===== config.mk =====
export PLATFORM = sky130hd
export DESIGN_NAME = encoder_setpoint_adjust_flat
export DESIGN_NICKNAME = d
export VERILOG_FILES = /design/src/hdl/esa_pkg.sv /design/src/hdl/esa_if.sv /design/src/hdl/encoder_setpoint_adjust.sv /design/src/hdl/esa_update.sv /design/src/flat_wrapper.sv
export SDC_FILE = /design/constraint.sdc
export NUM_CORES = 1
export LEC_CHECK = 0
export BUFFER_PORTS_ARGS = -buffer_cell sky130_fd_sc_hd__buf_2
export CORE_MARGIN = 2
export CORE_UTILIZATION = 55
export CTS_CLUSTER_SIZE = 28
export DETAILED_ROUTE_END_ITERATION = 16
export GPL_TIMING_DRIVEN = 0
export PLACE_DENSITY = 0.74
export SETUP_SLACK_MARGIN = 0.3
export SLEW_MARGIN = 20
export SYNTH_ARGS = -nofsm -noshare
export SYNTH_HDL_FRONTEND = slang
export SYNTH_SLANG_ARGS = --single-unit

===== constraint.sdc =====
create_clock -name clk -period 5 [get_ports clk]
set_input_delay 0.5 -clock clk [delete_from_list [all_inputs] [get_ports clk]]
set_output_delay 0.5 -clock clk [all_outputs]
set_load 0.005 [all_outputs]

===== src/hdl/esa_pkg.sv =====
// ----------------------------------------------------------------------------
// esa_pkg
// Types, codes and the quadrature transition table of the setpoint adjuster.
// ----------------------------------------------------------------------------
package esa_pkg;

  // Decoder state codes.
  localparam logic [2:0] ST_START     = 3'd0;
  localparam logic [2:0] ST_CW_FINAL  = 3'd1;
  localparam logic [2:0] ST_CW_BEGIN  = 3'd2;
  localparam logic [2:0] ST_CW_NEXT   = 3'd3;
  localparam logic [2:0] ST_CCW_BEGIN = 3'd4;
  localparam logic [2:0] ST_CCW_FINAL = 3'd5;
  localparam logic [2:0] ST_CCW_NEXT  = 3'd6;

  // Direction codes.
  localparam logic [1:0] DIR_NONE = 2'd0;
  localparam logic [1:0] DIR_CW   = 2'd1;
  localparam logic [1:0] DIR_CCW  = 2'd2;

  // Operating modes.
  localparam logic [1:0] MODE_LINKED  = 2'd0;
  localparam logic [1:0] MODE_VOLTAGE = 2'd1;

  // Configuration register indexes.
  localparam logic [2:0] REG_PWM_LIMIT     = 3'd0;
  localparam logic [2:0] REG_CURRENT_LIMIT = 3'd1;
  localparam logic [2:0] REG_VOLTAGE_LIMIT = 3'd2;
  localparam logic [2:0] REG_PWM_STEP      = 3'd3;
  localparam logic [2:0] REG_CURRENT_STEP  = 3'd4;
  localparam logic [2:0] REG_VOLTAGE_STEP  = 3'd5;

  localparam int CFG_DATA_W = 10;

  // Reset values of the configuration registers.
  localparam logic [9:0] PWM_LIMIT_RST     = 10'd800;
  localparam logic [7:0] CURRENT_LIMIT_RST = 8'd200;
  localparam logic [8:0] VOLTAGE_LIMIT_RST = 9'd420;
  localparam logic [5:0] PWM_STEP_RST      = 6'd8;
  localparam logic [3:0] CURRENT_STEP_RST  = 4'd2;
  localparam logic [3:0] VOLTAGE_STEP_RST  = 4'd2;

  typedef struct packed {
    logic [9:0] pwm_limit;
    logic [7:0] current_limit;
    logic [8:0] voltage_limit;
    logic [5:0] pwm_step;
    logic [3:0] current_step;
    logic [3:0] voltage_step;
  } cfg_t;

  typedef struct packed {
    logic [2:0] decoder_state;
    logic [9:0] pwm_value;
    logic [7:0] current_value;
    logic [8:0] voltage_value;
  } state_t;

  typedef struct packed {
    logic [1:0] dir;
    logic [2:0] state;
  } quad_t;

  // Full-step transition table. The pin pair is {pin_b, pin_a}; a detent is
  // reported on the step that closes a full cycle back to the start state.
  function automatic quad_t quad_next(input logic [2:0] st, input logic [1:0] pins);
    quad_t q;
    q.dir = DIR_NONE;
    q.state = ST_START;
    case (st)
      ST_CW_FINAL: begin
        case (pins)
          2'd0: q.state = ST_CW_NEXT;
          2'd2: q.state = ST_CW_FINAL;
          2'd3: q.dir   = DIR_CW;
          default: q.state = ST_START;
        endcase
      end
      ST_CW_BEGIN: begin
        case (pins)
          2'd0: q.state = ST_CW_NEXT;
          2'd1: q.state = ST_CW_BEGIN;
          default: q.state = ST_START;
        endcase
      end
      ST_CW_NEXT: begin
        case (pins)
          2'd0: q.state = ST_CW_NEXT;
          2'd1: q.state = ST_CW_BEGIN;
          2'd2: q.state = ST_CW_FINAL;
          default: q.state = ST_START;
        endcase
      end
      ST_CCW_BEGIN: begin
        case (pins)
          2'd0: q.state = ST_CCW_NEXT;
          2'd2: q.state = ST_CCW_BEGIN;
          default: q.state = ST_START;
        endcase
      end
      ST_CCW_FINAL: begin
        case (pins)
          2'd0: q.state = ST_CCW_NEXT;
          2'd1: q.state = ST_CCW_FINAL;
          2'd3: q.dir   = DIR_CCW;
          default: q.state = ST_START;
        endcase
      end
      ST_CCW_NEXT: begin
        case (pins)
          2'd0: q.state = ST_CCW_NEXT;
          2'd1: q.state = ST_CCW_FINAL;
          2'd2: q.state = ST_CCW_BEGIN;
          default: q.state = ST_START;
        endcase
      end
      default: begin
        // Start state, and the unused code that behaves like it.
        case (pins)
          2'd1: q.state = ST_CW_BEGIN;
          2'd2: q.state = ST_CCW_BEGIN;
          default: q.state = ST_START;
        endcase
      end
    endcase
    return q;
  endfunction

endpackage


===== src/hdl/esa_if.sv =====
// ----------------------------------------------------------------------------
// esa_sample_if / esa_result_if
// Valid/ready channels for encoder samples and setpoint results.
// ----------------------------------------------------------------------------
interface esa_sample_if;
  logic       valid;
  logic       ready;
  logic       pin_a;
  logic       pin_b;
  logic [1:0] mode;

  modport source (output valid, output pin_a, output pin_b, output mode, input ready);
  modport sink   (input valid, input pin_a, input pin_b, input mode, output ready);
endinterface

interface esa_result_if;
  logic       valid;
  logic       ready;
  logic [1:0] direction;
  logic [9:0] pwm_setpoint;
  logic [7:0] current_setpoint;
  logic [8:0] voltage_setpoint;

  modport source (output valid, output direction, output pwm_setpoint,
                  output current_setpoint, output voltage_setpoint, input ready);
  modport sink   (input valid, input direction, input pwm_setpoint,
                  input current_setpoint, input voltage_setpoint, output ready);
endinterface


===== src/hdl/encoder_setpoint_adjust.sv =====
// ----------------------------------------------------------------------------
// encoder_setpoint_adjust
// Rotary encoder decoder that steps PWM, current and voltage setpoints.
// ----------------------------------------------------------------------------
// One encoder sample is taken every clock while the result side keeps up,
// and each sample gives one result: the sample lands in an input register,
// and the decoder step plus the clamped add or subtract sit between that
// register and the result register, which also holds the setpoints. The
// result register stalls when the result side is not ready, and the input
// register keeps taking samples until it is full as well. Configuration
// writes take effect on the next clock edge.
module encoder_setpoint_adjust (
  input  logic                            clk,
  input  logic                            rst,
  input  logic                            cfg_we,
  input  logic [2:0]                      cfg_index,
  input  logic [esa_pkg::CFG_DATA_W-1:0]  cfg_data,
  esa_sample_if.sink                      sample,
  esa_result_if.source                    result
);

  esa_pkg::cfg_t   cfg;
  esa_pkg::state_t st;
  esa_pkg::state_t st_next;
  logic [1:0]      dir_next;
  logic [1:0]      res_dir;
  logic            res_valid;
  logic            in_valid;
  logic            in_pin_a;
  logic            in_pin_b;
  logic [1:0]      in_mode;
  logic            advance;

  // Pipeline flow control.
  assign advance      = !res_valid || result.ready;
  assign sample.ready = !in_valid || advance;

  // Configuration registers.
  always_ff @(posedge clk) begin
    if (rst) begin
      cfg.pwm_limit     <= esa_pkg::PWM_LIMIT_RST;
      cfg.current_limit <= esa_pkg::CURRENT_LIMIT_RST;
      cfg.voltage_limit <= esa_pkg::VOLTAGE_LIMIT_RST;
      cfg.pwm_step      <= esa_pkg::PWM_STEP_RST;
      cfg.current_step  <= esa_pkg::CURRENT_STEP_RST;
      cfg.voltage_step  <= esa_pkg::VOLTAGE_STEP_RST;
    end else if (cfg_we) begin
      case (cfg_index)
        esa_pkg::REG_PWM_LIMIT:     cfg.pwm_limit     <= cfg_data[9:0];
        esa_pkg::REG_CURRENT_LIMIT: cfg.current_limit <= cfg_data[7:0];
        esa_pkg::REG_VOLTAGE_LIMIT: cfg.voltage_limit <= cfg_data[8:0];
        esa_pkg::REG_PWM_STEP:      cfg.pwm_step      <= cfg_data[5:0];
        esa_pkg::REG_CURRENT_STEP:  cfg.current_step  <= cfg_data[3:0];
        esa_pkg::REG_VOLTAGE_STEP:  cfg.voltage_step  <= cfg_data[3:0];
        default: ;
      endcase
    end
  end

  // Input register.
  always_ff @(posedge clk) begin
    if (rst) begin
      in_valid <= 1'b0;
    end else if (sample.ready) begin
      in_valid <= sample.valid;
    end
  end

  always_ff @(posedge clk) begin
    if (sample.valid && sample.ready) begin
      in_pin_a <= sample.pin_a;
      in_pin_b <= sample.pin_b;
      in_mode  <= sample.mode;
    end
  end

  esa_update u_update (
    .cfg   (cfg),
    .cur   (st),
    .pin_a (in_pin_a),
    .pin_b (in_pin_b),
    .mode  (in_mode),
    .nxt   (st_next),
    .dir   (dir_next)
  );

  // State and result register; the setpoints double as the result payload.
  always_ff @(posedge clk) begin
    if (rst) begin
      st.decoder_state <= esa_pkg::ST_START;
      st.pwm_value     <= 10'd0;
      st.current_value <= 8'd0;
      st.voltage_value <= 9'd0;
      res_valid        <= 1'b0;
      res_dir          <= esa_pkg::DIR_NONE;
    end else if (advance) begin
      res_valid <= in_valid;
      if (in_valid) begin
        st      <= st_next;
        res_dir <= dir_next;
      end
    end
  end

  assign result.valid            = res_valid;
  assign result.direction        = res_dir;
  assign result.pwm_setpoint     = st.pwm_value;
  assign result.current_setpoint = st.current_value;
  assign result.voltage_setpoint = st.voltage_value;

endmodule


===== src/hdl/esa_update.sv =====
// ----------------------------------------------------------------------------
// esa_update
// Decoder step and clamped setpoint update for one encoder sample.
// ----------------------------------------------------------------------------
module esa_update (
  input  esa_pkg::cfg_t   cfg,
  input  esa_pkg::state_t cur,
  input  logic            pin_a,
  input  logic            pin_b,
  input  logic [1:0]      mode,
  output esa_pkg::state_t nxt,
  output logic [1:0]      dir
);

  esa_pkg::quad_t q;
  logic [10:0]    pwm_up;
  logic [8:0]     cur_up;
  logic [9:0]     volt_up;
  logic [9:0]     pwm_inc;
  logic [7:0]     cur_inc;
  logic [8:0]     volt_inc;
  logic [9:0]     pwm_dec;
  logic [7:0]     cur_dec;
  logic [8:0]     volt_dec;

  // Decoder table lookup.
  assign q   = esa_pkg::quad_next(cur.decoder_state, {pin_b, pin_a});
  assign dir = q.dir;

  // Increase clamped to the limit.
  assign pwm_up   = {1'b0, cur.pwm_value} + {5'd0, cfg.pwm_step};
  assign cur_up   = {1'b0, cur.current_value} + {5'd0, cfg.current_step};
  assign volt_up  = {1'b0, cur.voltage_value} + {6'd0, cfg.voltage_step};
  assign pwm_inc  = (pwm_up > {1'b0, cfg.pwm_limit}) ? cfg.pwm_limit : pwm_up[9:0];
  assign cur_inc  = (cur_up > {1'b0, cfg.current_limit}) ? cfg.current_limit : cur_up[7:0];
  assign volt_inc = (volt_up > {1'b0, cfg.voltage_limit}) ? cfg.voltage_limit : volt_up[8:0];

  // Decrease clamped to zero.
  assign pwm_dec  = (cur.pwm_value >= {4'd0, cfg.pwm_step}) ?
                    cur.pwm_value - {4'd0, cfg.pwm_step} : 10'd0;
  assign cur_dec  = (cur.current_value >= {4'd0, cfg.current_step}) ?
                    cur.current_value - {4'd0, cfg.current_step} : 8'd0;
  assign volt_dec = (cur.voltage_value >= {5'd0, cfg.voltage_step}) ?
                    cur.voltage_value - {5'd0, cfg.voltage_step} : 9'd0;

  // Apply the detent to the setpoints selected by the mode.
  always_comb begin
    nxt = cur;
    nxt.decoder_state = q.state;
    if (q.dir == esa_pkg::DIR_CW) begin
      if (mode == esa_pkg::MODE_LINKED) begin
        if (cur.pwm_value < cfg.pwm_limit && cur.current_value < cfg.current_limit) begin
          nxt.pwm_value     = pwm_inc;
          nxt.current_value = cur_inc;
        end
      end else if (mode == esa_pkg::MODE_VOLTAGE) begin
        if (cur.voltage_value < cfg.voltage_limit) begin
          nxt.voltage_value = volt_inc;
        end
      end
    end else if (q.dir == esa_pkg::DIR_CCW) begin
      if (mode == esa_pkg::MODE_LINKED) begin
        if (cur.pwm_value != 10'd0 && cur.current_value != 8'd0) begin
          nxt.pwm_value     = pwm_dec;
          nxt.current_value = cur_dec;
        end
      end else if (mode == esa_pkg::MODE_VOLTAGE) begin
        if (cur.voltage_value != 9'd0) begin
          nxt.voltage_value = volt_dec;
        end
      end
    end
  end

endmodule


===== src/flat_wrapper.sv =====
// flat-port wrapper written by rule: the top's interface ports become plain ports
module encoder_setpoint_adjust_flat 
  (clk, rst, cfg_we, cfg_index, cfg_data, sample_valid, sample_pin_a, sample_pin_b, sample_mode, sample_ready, result_valid, result_direction, result_pwm_setpoint, result_current_setpoint, result_voltage_setpoint, result_ready);
  esa_sample_if sample_i ();
  esa_result_if result_i ();
  input  logic clk;
  input  logic rst;
  input  logic cfg_we;
  input  logic [2:0] cfg_index;
  input  logic [esa_pkg::CFG_DATA_W-1:0] cfg_data;
  input wire logic [$bits(sample_i.valid)-1:0] sample_valid;
  input wire logic [$bits(sample_i.pin_a)-1:0] sample_pin_a;
  input wire logic [$bits(sample_i.pin_b)-1:0] sample_pin_b;
  input wire logic [$bits(sample_i.mode)-1:0] sample_mode;
  output wire logic [$bits(sample_i.ready)-1:0] sample_ready;
  output wire logic [$bits(result_i.valid)-1:0] result_valid;
  output wire logic [$bits(result_i.direction)-1:0] result_direction;
  output wire logic [$bits(result_i.pwm_setpoint)-1:0] result_pwm_setpoint;
  output wire logic [$bits(result_i.current_setpoint)-1:0] result_current_setpoint;
  output wire logic [$bits(result_i.voltage_setpoint)-1:0] result_voltage_setpoint;
  input wire logic [$bits(result_i.ready)-1:0] result_ready;
  assign sample_i.valid = sample_valid;
  assign sample_i.pin_a = sample_pin_a;
  assign sample_i.pin_b = sample_pin_b;
  assign sample_i.mode = sample_mode;
  assign sample_ready = sample_i.ready;
  assign result_valid = result_i.valid;
  assign result_direction = result_i.direction;
  assign result_pwm_setpoint = result_i.pwm_setpoint;
  assign result_current_setpoint = result_i.current_setpoint;
  assign result_voltage_setpoint = result_i.voltage_setpoint;
  assign result_i.ready = result_ready;
  encoder_setpoint_adjust u_core (.clk(clk), .rst(rst), .cfg_we(cfg_we), .cfg_index(cfg_index), .cfg_data(cfg_data), .sample(sample_i), .result(result_i));
endmodule

=== Word level (Yosys, flattened, before mapping) ===
Index checks and enable logic that the tools add are counted.

* Shifts and indexed selects: 0
* Add/subtract/negate cells: 6
* Bitwise logic cells: 1
* Order comparisons: 9
* Multiplexer cells: 29
* Reduce and logical (&&, ||, !) cells: 25
* Eq/ne operators: 19
* $mul: 0
* Div/mod/pow operators: 0

{| class="wikitable"
|+ Operators by type and width
! operator !! count
|-
| two-way mux 18 bit || 4
|-
| two-way mux 9 bit || 8
|-
| two-way mux 27 bit || 2
|-
| two-way mux 10 bit || 2
|-
| one-hot mux 3 bit (2 select lines) || 3
|-
| one-hot mux 3 bit (6 select lines) || 1
|-
| two-way mux 8 bit || 2
|-
| equality test 3 bit, second input constant || 5
|-
| AND reduction 2 bit || 7
|-
| equality test 3 x 2 -> 1 bit, second input constant || 4
|-
| one-hot mux 2 bit (2 select lines) || 3
|-
| adder 10 x 6 -> 11 bit || 1
|-
| greater-than comparator 11 x 10 -> 1 bit || 1
|-
| adder 9 x 4 -> 10 bit || 1
|-
| greater-or-equal comparator 10 x 6 -> 1 bit || 1
|-
| greater-than comparator 10 x 9 -> 1 bit || 1
|-
| less-than comparator 10 bit || 1
|-
| nonzero test 10 bit || 1
|-
| subtractor 10 x 6 -> 10 bit || 1
|-
| adder 8 x 4 -> 9 bit || 1
|-
| greater-or-equal comparator 9 x 4 -> 1 bit || 1
|-
| greater-than comparator 9 x 8 -> 1 bit || 1
|-
| less-than comparator 9 bit || 1
|-
| one-hot mux 3 bit (3 select lines) || 1
|-
| 22 further kinds || 35
|}

* Latch bits: 0
* Memory bits (writable): 0
* Register bits: 79
* Memories kept: 0
* Output and inout bits: 31
* Bits in read-only memories: 0

=== Longest topological paths before layout ===
Gate-level depths: netlist of the first run.

* Depth after elaboration: 7
* Depth in mapped cells: 17

=== Modules after synthesis ===
A second synthesis of the first run with hierarchy kept.

* Cell total of the unflattened synthesis: 902
* Area total of the unflattened synthesis: 7413.4 sq um

{| class="wikitable"
|+ Modules (own cells, without submodules)
! module !! area an instance (sq um) !! cells each !! times used
|-
| esa_update || 4071.4 || 569 || 1
|-
| encoder_setpoint_adjust || 3342.0 || 333 || 1
|}

=== Worst setup path after synthesis of the first run ===
No wires, ideal clock.

* Kind: reg-to-reg
* Start point: register u_core.st (netlist bit u_core.result.pwm_setpoint[1])
* End point: register u_core.st (netlist bit u_core.result.pwm_setpoint[2])
* Buffers on the path: 0
* Arrival: 3.674 ns
* Setup slack: 1.205 ns
* Clock period less this slack: 3.795 ns
* Cell stages (with the launch flop): 15
* Cells stage by stage: dfxtp_1 > inv_1 > fa_1 > o21ba_1 > o311a_1 > a2111oi_2 > xnor2_1 > ha_1 > a211oi_1 > nand2_1 > o311ai_0 > o21a_4 > mux2_2 > a22oi_1 > a21oi_1

* Word-level cells in the longest chain between the ends: 6

{| class="wikitable"
|+ RTL lines
! element !! RTL line !! source
|-
| from (decl) || encoder_setpoint_adjust.sv:23 || <nowiki>esa_pkg::state_t st;</nowiki>
|-
| from (signal assigned) || encoder_setpoint_adjust.sv:99 || <nowiki>st <= st_next;</nowiki>
|-
| adder 10 x 6 -> 11 bit, or another cell as far along || esa_update.sv:31 || <nowiki>assign pwm_up = {1'b0, cur.pwm_value} + {5'd0, cfg.pwm_step};</nowiki>
|-
| greater-than comparator 11 x 10 -> 1 bit or two-way mux 10 bit (tied branches) || esa_update.sv:34, esa_update.sv:39 ||
|-
| two-way mux 10 bit or two-way mux 18 bit (tied branches) || esa_update.sv:34, esa_update.sv:63 ||
|-
| two-way mux 18 bit (on tied branches) || esa_update.sv:52, esa_update.sv:62 ||
|-
| two-way mux 18 bit or two-way mux 27 bit (tied branches) || esa_update.sv:51, esa_update.sv:61 ||
|-
| two-way mux 27 bit || esa_update.sv:50 || <nowiki>if (q.dir == esa_pkg::DIR_CW) begin</nowiki>
|}

Several ways; a longest one is shown, not always the timed one. The select of a mux whose other input is x is not followed.
A chain may end at the register's enable or synchronous reset.

=== Final worst setup path of the first run ===
* Start point: register u_core.st (netlist bit u_core.result.pwm_setpoint[0])
* End point: register u_core.st (netlist bit u_core.result.pwm_setpoint[4])

The elaborated chain is that of the path after synthesis.

==> results of run 1 <==
[cell families after synthesis]
family | after synthesis
adder cells (fa/ha/maj) | 86
multiplexers | 25
XOR/XNOR | 28
buffers and inverters | 129
AND/OR/NAND/NOR | 260
AO/OA/AOI/OAI | 237
flip-flops | 79
[synthesized netlist by cell type, drive strengths merged, types with 9 or more instances]
library cell / instances
a21oi: 57
nand4: 10
dfxtp: 75
xnor2: 19
nand2: 83
ha: 80
nor3: 18
nor2: 60
o211ai: 17
o21a: 10
a21o: 10
mux2i: 22
a31oi: 15
nand2b: 13
clkbuf: 26
nand3: 19
a211oi: 14
buf: 43
nor2b: 16
xor2: 9
o21ai: 51
inv: 59
[area by class of cell]
| class | count | area, µm² | share of cell area, % |
|---|---|---|---|
| multi-input cells | 636 | 4457 | 59.43 |
| flip-flops and latches | 79 | 1622 | 21.62 |
| plain buffers | 69 | 394.1 | 5.255 |
| repair buffers | 51 | 255.2 | 3.403 |
| clock buffers | 10 | 229.0 | 3.053 |
| inverters | 60 | 225.2 | 3.003 |
| well taps | 147 | 183.9 | 2.452 |
| clock inverters | 6 | 133.9 | 1.785 |
[through the flow]
stage	utilization [%]	cell area [µm²]	setup WS, ns	hold slack, ns	total power, mW
finish	62.70	7500	0.5919	0.3228	1.606
global route	62.70	7500	0.3420	0.3164	1.646
CTS	62.70	7500	0.6379	0.3163	1.606
detailed placement	59.67	7137	0.6575	0.4478	0.7968
global placement	59.67	7137	0.6856	0.4434	0.7953
floorplan	-	6698	1.205	0.4363	0.7504
[state kept, by name (all words and copies together), names as in the netlist]
signal	flops
u_core.result.pwm_setpoint	10
u_core.in_pin_a	1
u_core.cfg	41
u_core.in_valid	1
u_core.result.voltage_setpoint	9
u_core.in_mode	2
u_core.st	3
u_core.in_pin_b	1
u_core.result.direction	2
u_core.result.valid	1
u_core.result.current_setpoint	8
[layer usage]
layer | vias to the layer above | track usage (%)
li1 | 3129 | -
met1 | 2882 | 38.97
met2 | 253 | 48.25
met3 | 46 | 4.976
met4 | 0 | 10.98
met5 | - | 0
[critical path, stage by stage, from the launching register on]
cell,delay (ns)
dfxtp_1,0.45
ha_1,0.21
inv_1,0.06
fa_1,0.39
o21ba_1,0.23
o311a_1,0.34
a2111oi_2,0.40
xnor2_1,0.15
ha_1,0.23
a211oi_1,0.24
nand2_1,0.08
o311ai_0,0.58
o21a_4,0.27
mux2_2,0.34
a22oi_1,0.22
a21oi_1,0.10
[final timing paths]
path / from / end / slack (ns)
max: u_core.result.pwm_setpoint[0] / u_core.result.pwm_setpoint[4] / 0.59
min: sample_mode[0] / u_core.in_mode[0] / 0.32
max reg2reg: u_core.result.pwm_setpoint[0] / u_core.result.pwm_setpoint[4] / 0.59
min reg2reg: u_core.result.direction[0] / u_core.result.direction[0] / 0.46
[power by group through the flow]
stage / Combinational, mW / Sequential [mW] / Clock [mW]
floorplan: 0.0833 / 0.667 / 0
global placement: 0.125 / 0.671 / 0
detailed placement: 0.126 / 0.671 / 0
CTS: 0.127 / 0.657 / 0.822
global route: 0.143 / 0.658 / 0.845
finish: 0.129 / 0.657 / 0.820
==> summary.json, run 1 <==
{
  "yosys.cell_types.count": {"value": 73},
  "p_int": {"value": 1.232, "unit": "mW"},
  "p_seq_share": {"value": 40.9, "unit": "%"},
  "fin_crit_sh": {"value": 88.16, "unit": "%"},
  "most_common_cell_after_layout_fill_and_taps_aside": {"value": "nand2_1"},
  "cts_htree_levels": {"value": 3},
  "detailedPlacementHpwl": {"value": 14410, "unit": "µm"},
  "port_buffers": {"value": 51},
  "maxSlewViolCount": {"value": 0},
  "synth.area.mux_share": {"value": 3.792, "unit": "%"},
  "setup.worst_path.class": {"value": "reg -> reg"},
  "relSlewSlack": {"value": 27.17, "unit": "%"},
  "worst_skew_pair.late_latency": {"value": 0.35, "unit": "ns"},
  "cts_resized": {"value": 0},
  "antenna_violation_net_count_after_detailed_routing": {"value": 0},
  "postSynth.topFlopCell": {"value": "dfxtp_1"},
  "drtPass1Iterations": {"value": 6},
  "vdd.ir_drop.worst": {"value": 0.0001727, "unit": "V"},
  "drtIter0Drc": {"value": 520},
  "clock_slew_seen_by_the_registers_of_the_worst_setup_and_hold_paths": {"value": 0.06, "unit": "ns"},
  "synth.ff_latch_count": {"value": 79},
  "synth-xor-area-share": {"value": 3.661, "unit": "%"},
  "grtUsageTotal": {"value": 29.44, "unit": "%"},
  "netlist.top_cell.by_area": {"value": "dfxtp_1"},
  "remaining_drc_errors": {"value": 0},
  "finalWirelength": {"value": 18780, "unit": "µm"},
  "yosys.area_share.simple": {"value": 18.87, "unit": "%"},
  "hold_path_depth": {"value": 1},
  "outcome": {"value": "finished, final reports clean"},
  "detail_route.vias_per_cell": {"value": 5.964},
  "switching_share": {"value": 23.25, "unit": "%"},
  "dominant_combinational_cell_family_by_area_after_synthesis": {"value": "compound AO/OA/AOI/OAI gates"},
  "endpoint_kind": {"value": "register"},
  "die_area": {"value": 13080, "unit": "µm²"},
  "grt_setup_unrepaired": {"value": "no"},
  "power_per_cell_area": {"value": 214.1, "unit": "nW/µm²"},
  "insertedDiodeCount": {"value": 0},
  "yosys_synthesis_warning_count": {"value": 0},
  "rows": {"value": 40},
  "layout.nets": {"value": 1014},
  "period_minus_slack": {"value": 4.408, "unit": "ns"},
  "initial_utilization": {"value": 55.99, "unit": "%"},
  "via_count_of_the_first_global_routing_pass": {"value": 5832},
  "hold_buf_cts": {"value": 0},
  "clock-skew-final": {"value": 0.009041, "unit": "ns"},
  "avg_synthesized_cell_area": {"value": 7.936, "unit": "µm²"},
  "grt_first_pass_wirelength": {"value": 30060, "unit": "µm"},
  "finalSetupTns": {"value": 0, "unit": "ns"},
  "gr-total-overflow": {"value": 0},
  "combPwrFrac": {"value": 8.0, "unit": "%"},
  "antenna_found_initial": {"value": 0},
  "timing_worst_slew_pin_value": {"value": 1.090, "unit": "ns"},
  "clockPowerShare": {"value": 51.1, "unit": "%"},
  "clkSinkCount": {"value": 79},
  "root_driver": {"value": "clkbuf_16"},
  "io-pin-count": {"value": 53},
  "postCtsSetupBuffers": {"value": 0},
  "synth_compound_gate_area_share": {"value": 23.48, "unit": "%"},
  "dieWidth": {"value": 114.4, "unit": "µm"},
  "layout-drive-gt1-share": {"value": 12.95, "unit": "%"},
  "achievable-frequency": {"value": 226.9, "unit": "MHz"},
  "ys_top_cells_by_area": {"value": "dfxtp_1 (22%), ha_1 (15%), nand2_1 (4.7%)"},
  "non_filler_instance_count_after_layout": {"value": 1058},
  "syn_inst": {"value": 844},
  "synth_area": {"value": 6698, "unit": "µm²"},
  "path_max_fanout": {"value": 6},
  "gp_routability_congestion": {"value": 0.9293},
  "synth_sequential_area_ratio": {"value": 24.21, "unit": "%"},
  "routedLengthMet1": {"value": 8068, "unit": "µm"},
  "final.fill_count": {"value": 1091},
  "tritoncts": {"value": "yes"},
  "critPathArrivalTime": {"value": 4.64, "unit": "ns"},
  "placedCellCount": {"value": 1042},
  "finalSetupViolCount": {"value": 0},
  "worstSetupStartpointType": {"value": "register"},
  "grt_start_max_net_pins": {"value": 15},
  "final_hold_viol_count": {"value": 0},
  "p_leak": {"value": 3.275, "unit": "nW"},
  "switchingPower": {"value": 373.3, "unit": "µW"},
  "worst_hold_class": {"value": "in -> reg"},
  "cts-buffers-inserted": {"value": 9},
  "die_h": {"value": 114.4, "unit": "µm"},
  "met3RoutedLength": {"value": 1410, "unit": "µm"},
  "synth-async-reset-ratio": {"value": 0, "unit": "%"},
  "cp.required": {"value": 5.23, "unit": "ns"},
  "wl_met2": {"value": 8710, "unit": "µm"},
  "core": {"value": 11960, "unit": "µm²"},
  "avgRoutedWirePerCell": {"value": 17.75, "unit": "µm"},
  "postSynthNetCount": {"value": 952},
  "syn2layout_area_growth": {"value": 11.97, "unit": "%"},
  "post_synth_fa_ha_maj_area_fraction": {"value": 16.74, "unit": "%"},
  "synth_largest_type_area_fraction": {"value": 22.42, "unit": "%"},
  "synth_edf_count": {"value": 4},
  "highest-signal-layer": {"value": "met4"},
  "max_cap_violations": {"value": 0},
  "dr_total_vias": {"value": 6310},
  "most_frequent_cells_in_the_layout": {"value": "nand2_1 (83), ha_1 (80), dfxtp_1 (75)"},
  "reg2reg_depth": {"value": 15},
  "cts_max_path_buffers": {"value": 2}
}
No activity file was read; power rests on OpenSTA's default activity.
==> run 2: changes to the inputs <==
- CORE_ASPECT_RATIO: not set -> 2
- CORE_MARGIN: 2 -> not set
==> run 2 against run 1 <==
Against the previous run: sequential cell count did not move; critical path type unchanged; clock skew grew 0.0027 ns; sequential power is essentially flat; largest power group unchanged; global-route usage up 6.1 points; final cell count shrank 0.19%; first-iteration DRC count is 1.7% lower.
==> summary.json, run 2 (synthesis results as in run 1) <==
{
  "syn2layout_area_growth": {"value": 11.47, "unit": "%"},
  "cp.required": {"value": 5.22, "unit": "ns"},
  "p_seq_share": {"value": 42.4, "unit": "%"},
  "switching_share": {"value": 26.28, "unit": "%"},
  "timing_worst_slew_pin_value": {"value": 0.8735, "unit": "ns"},
  "worstSetupStartpointType": {"value": "register"},
  "p_leak": {"value": 3.262, "unit": "nW"},
  "cts_htree_levels": {"value": 3},
  "power_per_cell_area": {"value": 207.5, "unit": "nW/µm²"},
  "largest_register_ffs": {"value": 41},
  "register_with_the_most_flip_flops": {"value": "u_core.cfg"},
  "grt_first_pass_wirelength": {"value": 33600, "unit": "µm"},
  "detailedPlacementHpwl": {"value": 16720, "unit": "µm"},
  "remaining_drc_errors": {"value": 0},
  "combPwrFrac": {"value": 8.7, "unit": "%"},
  "clock_slew_seen_by_the_registers_of_the_worst_setup_and_hold_paths": {"value": 0.07, "unit": "ns"},
  "power.total": {"value": 1.549, "unit": "mW"},
  "finalSetupViolCount": {"value": 0},
  "worst_r2r_startpoint": {"value": "u_core.result.pwm_setpoint[0]"},
  "antenna_found_initial": {"value": 0},
  "final_core_utilization": {"value": 63.42, "unit": "%"},
  "tritoncts": {"value": "yes"},
  "cts_max_path_buffers": {"value": 2},
  "endpoint_kind": {"value": "register"},
  "die_h": {"value": 158.1, "unit": "µm"},
  "drtIter0Drc": {"value": 511},
  "io-pin-count": {"value": 53},
  "cts-buffers-inserted": {"value": 9},
  "met3_use_gr": {"value": 4.380, "unit": "%"},
  "hold_path_startpoint": {"value": "sample_mode[1]"},
  "gr-usage-met2": {"value": 65.20, "unit": "%"},
  "critPathArrivalTime": {"value": 4.61, "unit": "ns"},
  "initial_utilization": {"value": 56.90, "unit": "%"},
  "detail_route.vias_per_cell": {"value": 6.309},
  "achievable-frequency": {"value": 227.7, "unit": "MHz"},
  "port_buffers": {"value": 51},
  "finalWirelength": {"value": 21490, "unit": "µm"},
  "path_max_fanout": {"value": 6},
  "dieWidth": {"value": 80.03, "unit": "µm"},
  "gr-total-overflow": {"value": 0},
  "fin_crit_sh": {"value": 87.84, "unit": "%"},
  "gp_routability_congestion": {"value": 1.010},
  "dr_total_vias": {"value": 6662},
  "p_int": {"value": 1.142, "unit": "mW"},
  "drtPass1Iterations": {"value": 6},
  "antenna_violation_net_count_after_detailed_routing": {"value": 0},
  "worst_hold_class": {"value": "in -> reg"},
  "period_minus_slack": {"value": 4.392, "unit": "ns"},
  "maxSlewViolCount": {"value": 0},
  "root_driver": {"value": "clkbuf_16"},
  "top_usage_layer": {"value": "met2"},
  "outcome": {"value": "finished, final reports clean"},
  "most_common_cell_after_layout_fill_and_taps_aside": {"value": "nand2_1"},
  "core": {"value": 11770, "unit": "µm²"},
  "grtUsageTotal": {"value": 35.54, "unit": "%"},
  "clock-skew-final": {"value": 0.01174, "unit": "ns"},
  "relSlewSlack": {"value": 41.64, "unit": "%"},
  "layout.nets": {"value": 1014},
  "cts_resized": {"value": 0},
  "via_count_of_the_first_global_routing_pass": {"value": 6664},
  "setup.worst_path.class": {"value": "reg -> reg"},
  "non_filler_instance_count_after_layout": {"value": 1056},
  "die_area": {"value": 12650, "unit": "µm²"},
  "max_cap_violations": {"value": 0},
  "grt_start_max_net_pins": {"value": 17},
  "grt_setup_unrepaired": {"value": "no"},
  "hold_buf_cts": {"value": 0},
  "most_frequent_cells_in_the_layout": {"value": "nand2_1 (83), ha_1 (80), dfxtp_1 (75)"},
  "reg2reg_depth": {"value": 15},
  "insertedDiodeCount": {"value": 0},
  "finalSetupTns": {"value": 0, "unit": "ns"},
  "layout-drive-gt1-share": {"value": 13.06, "unit": "%"},
  "final_hold_viol_count": {"value": 0},
  "postCtsSetupBuffers": {"value": 0},
  "final.fill_count": {"value": 1090},
  "worstSetupStartpoint": {"value": "u_core.result.pwm_setpoint[0]"},
  "avgRoutedWirePerCell": {"value": 20.35, "unit": "µm"},
  "met1_usage": {"value": 35.71, "unit": "%"},
  "vdd.ir_drop.worst": {"value": 0.0001610, "unit": "V"},
  "hold_path_depth": {"value": 1},
  "clkSinkCount": {"value": 79},
  "placedCellCount": {"value": 1040},
  "rows": {"value": 56},
  "fin_worst_hold_slack": {"value": 0.3218, "unit": "ns"},
  "clockPowerShare": {"value": 48.9, "unit": "%"},
  "switchingPower": {"value": 407.2, "unit": "µW"},
  "worst_skew_pair.late_latency": {"value": 0.35, "unit": "ns"}
}
[run 2: changes by cell type in the layout (fill, tap and decap cells not counted), sizes merged]
cell / delta
inv: +5
clkbuf: -1
bufinv: -2
clkinv: -2
[run 2: layout make-up]
class                           instances  area (µm²)  share of cell area (%)
Multi-Input combinational cell        636        4457                   59.69
Sequential cell                        79        1622                   21.72
Buffer                                 69       394.1                   5.279
Timing Repair Buffer                   51       255.2                   3.419
Clock buffer                            9       225.2                   3.017
Inverter                               60       225.2                   3.017
Tap cell                              145       181.4                   2.430
Clock inverter                          7       106.4                   1.425
[run 2: final timing paths]
check                                  endpoint  slack (ns)
setup / recovery  u_core.result.pwm_setpoint[3]        0.61
hold / removal                u_core.in_mode[1]        0.32
setup reg to reg  u_core.result.pwm_setpoint[3]        0.61
hold reg to reg                  u_core.cfg[24]        0.46
[run 2: metrics by stage]
step	instance area, µm²	setup WS, ns
after floorplan	6698	1.205
after global placement	7134	0.5875
after detailed placement	7134	0.5128
after CTS	7466	0.4719
after global routing	7466	0.3709
final	7466	0.6078
[run 2: worst max-delay path, stage by stage, from the launching register on]
cell       delay (ns)
dfxtp_1          0.48
ha_1             0.21
inv_1            0.06
fa_1             0.40
o21ba_1          0.23
o311a_1          0.33
a2111oi_2        0.44
xnor2_1          0.17
ha_1             0.24
a211oi_1         0.24
nand2_1          0.08
o311ai_1         0.46
o21a_4           0.24
mux2_2           0.33
a22oi_1          0.25
a21oi_1          0.10
[run 2: power by group through the flow]
stage / clock, mW / combinational [mW] / sequential, mW
finish: 0.758 / 0.135 / 0.657
detailed placement: 0 / 0.131 / 0.671
global placement: 0 / 0.127 / 0.670
floorplan: 0 / 0.0833 / 0.667
CTS: 0.757 / 0.132 / 0.656
global route: 0.782 / 0.147 / 0.658
[run 2: metal layers]
metal / up-vias / wire (µm)
met2: 305 / 11260
met4: 0 / 1643
met3: 116 / 1073
met5: - / 0
li1: 3128 / -
met1: 3113 / 7512
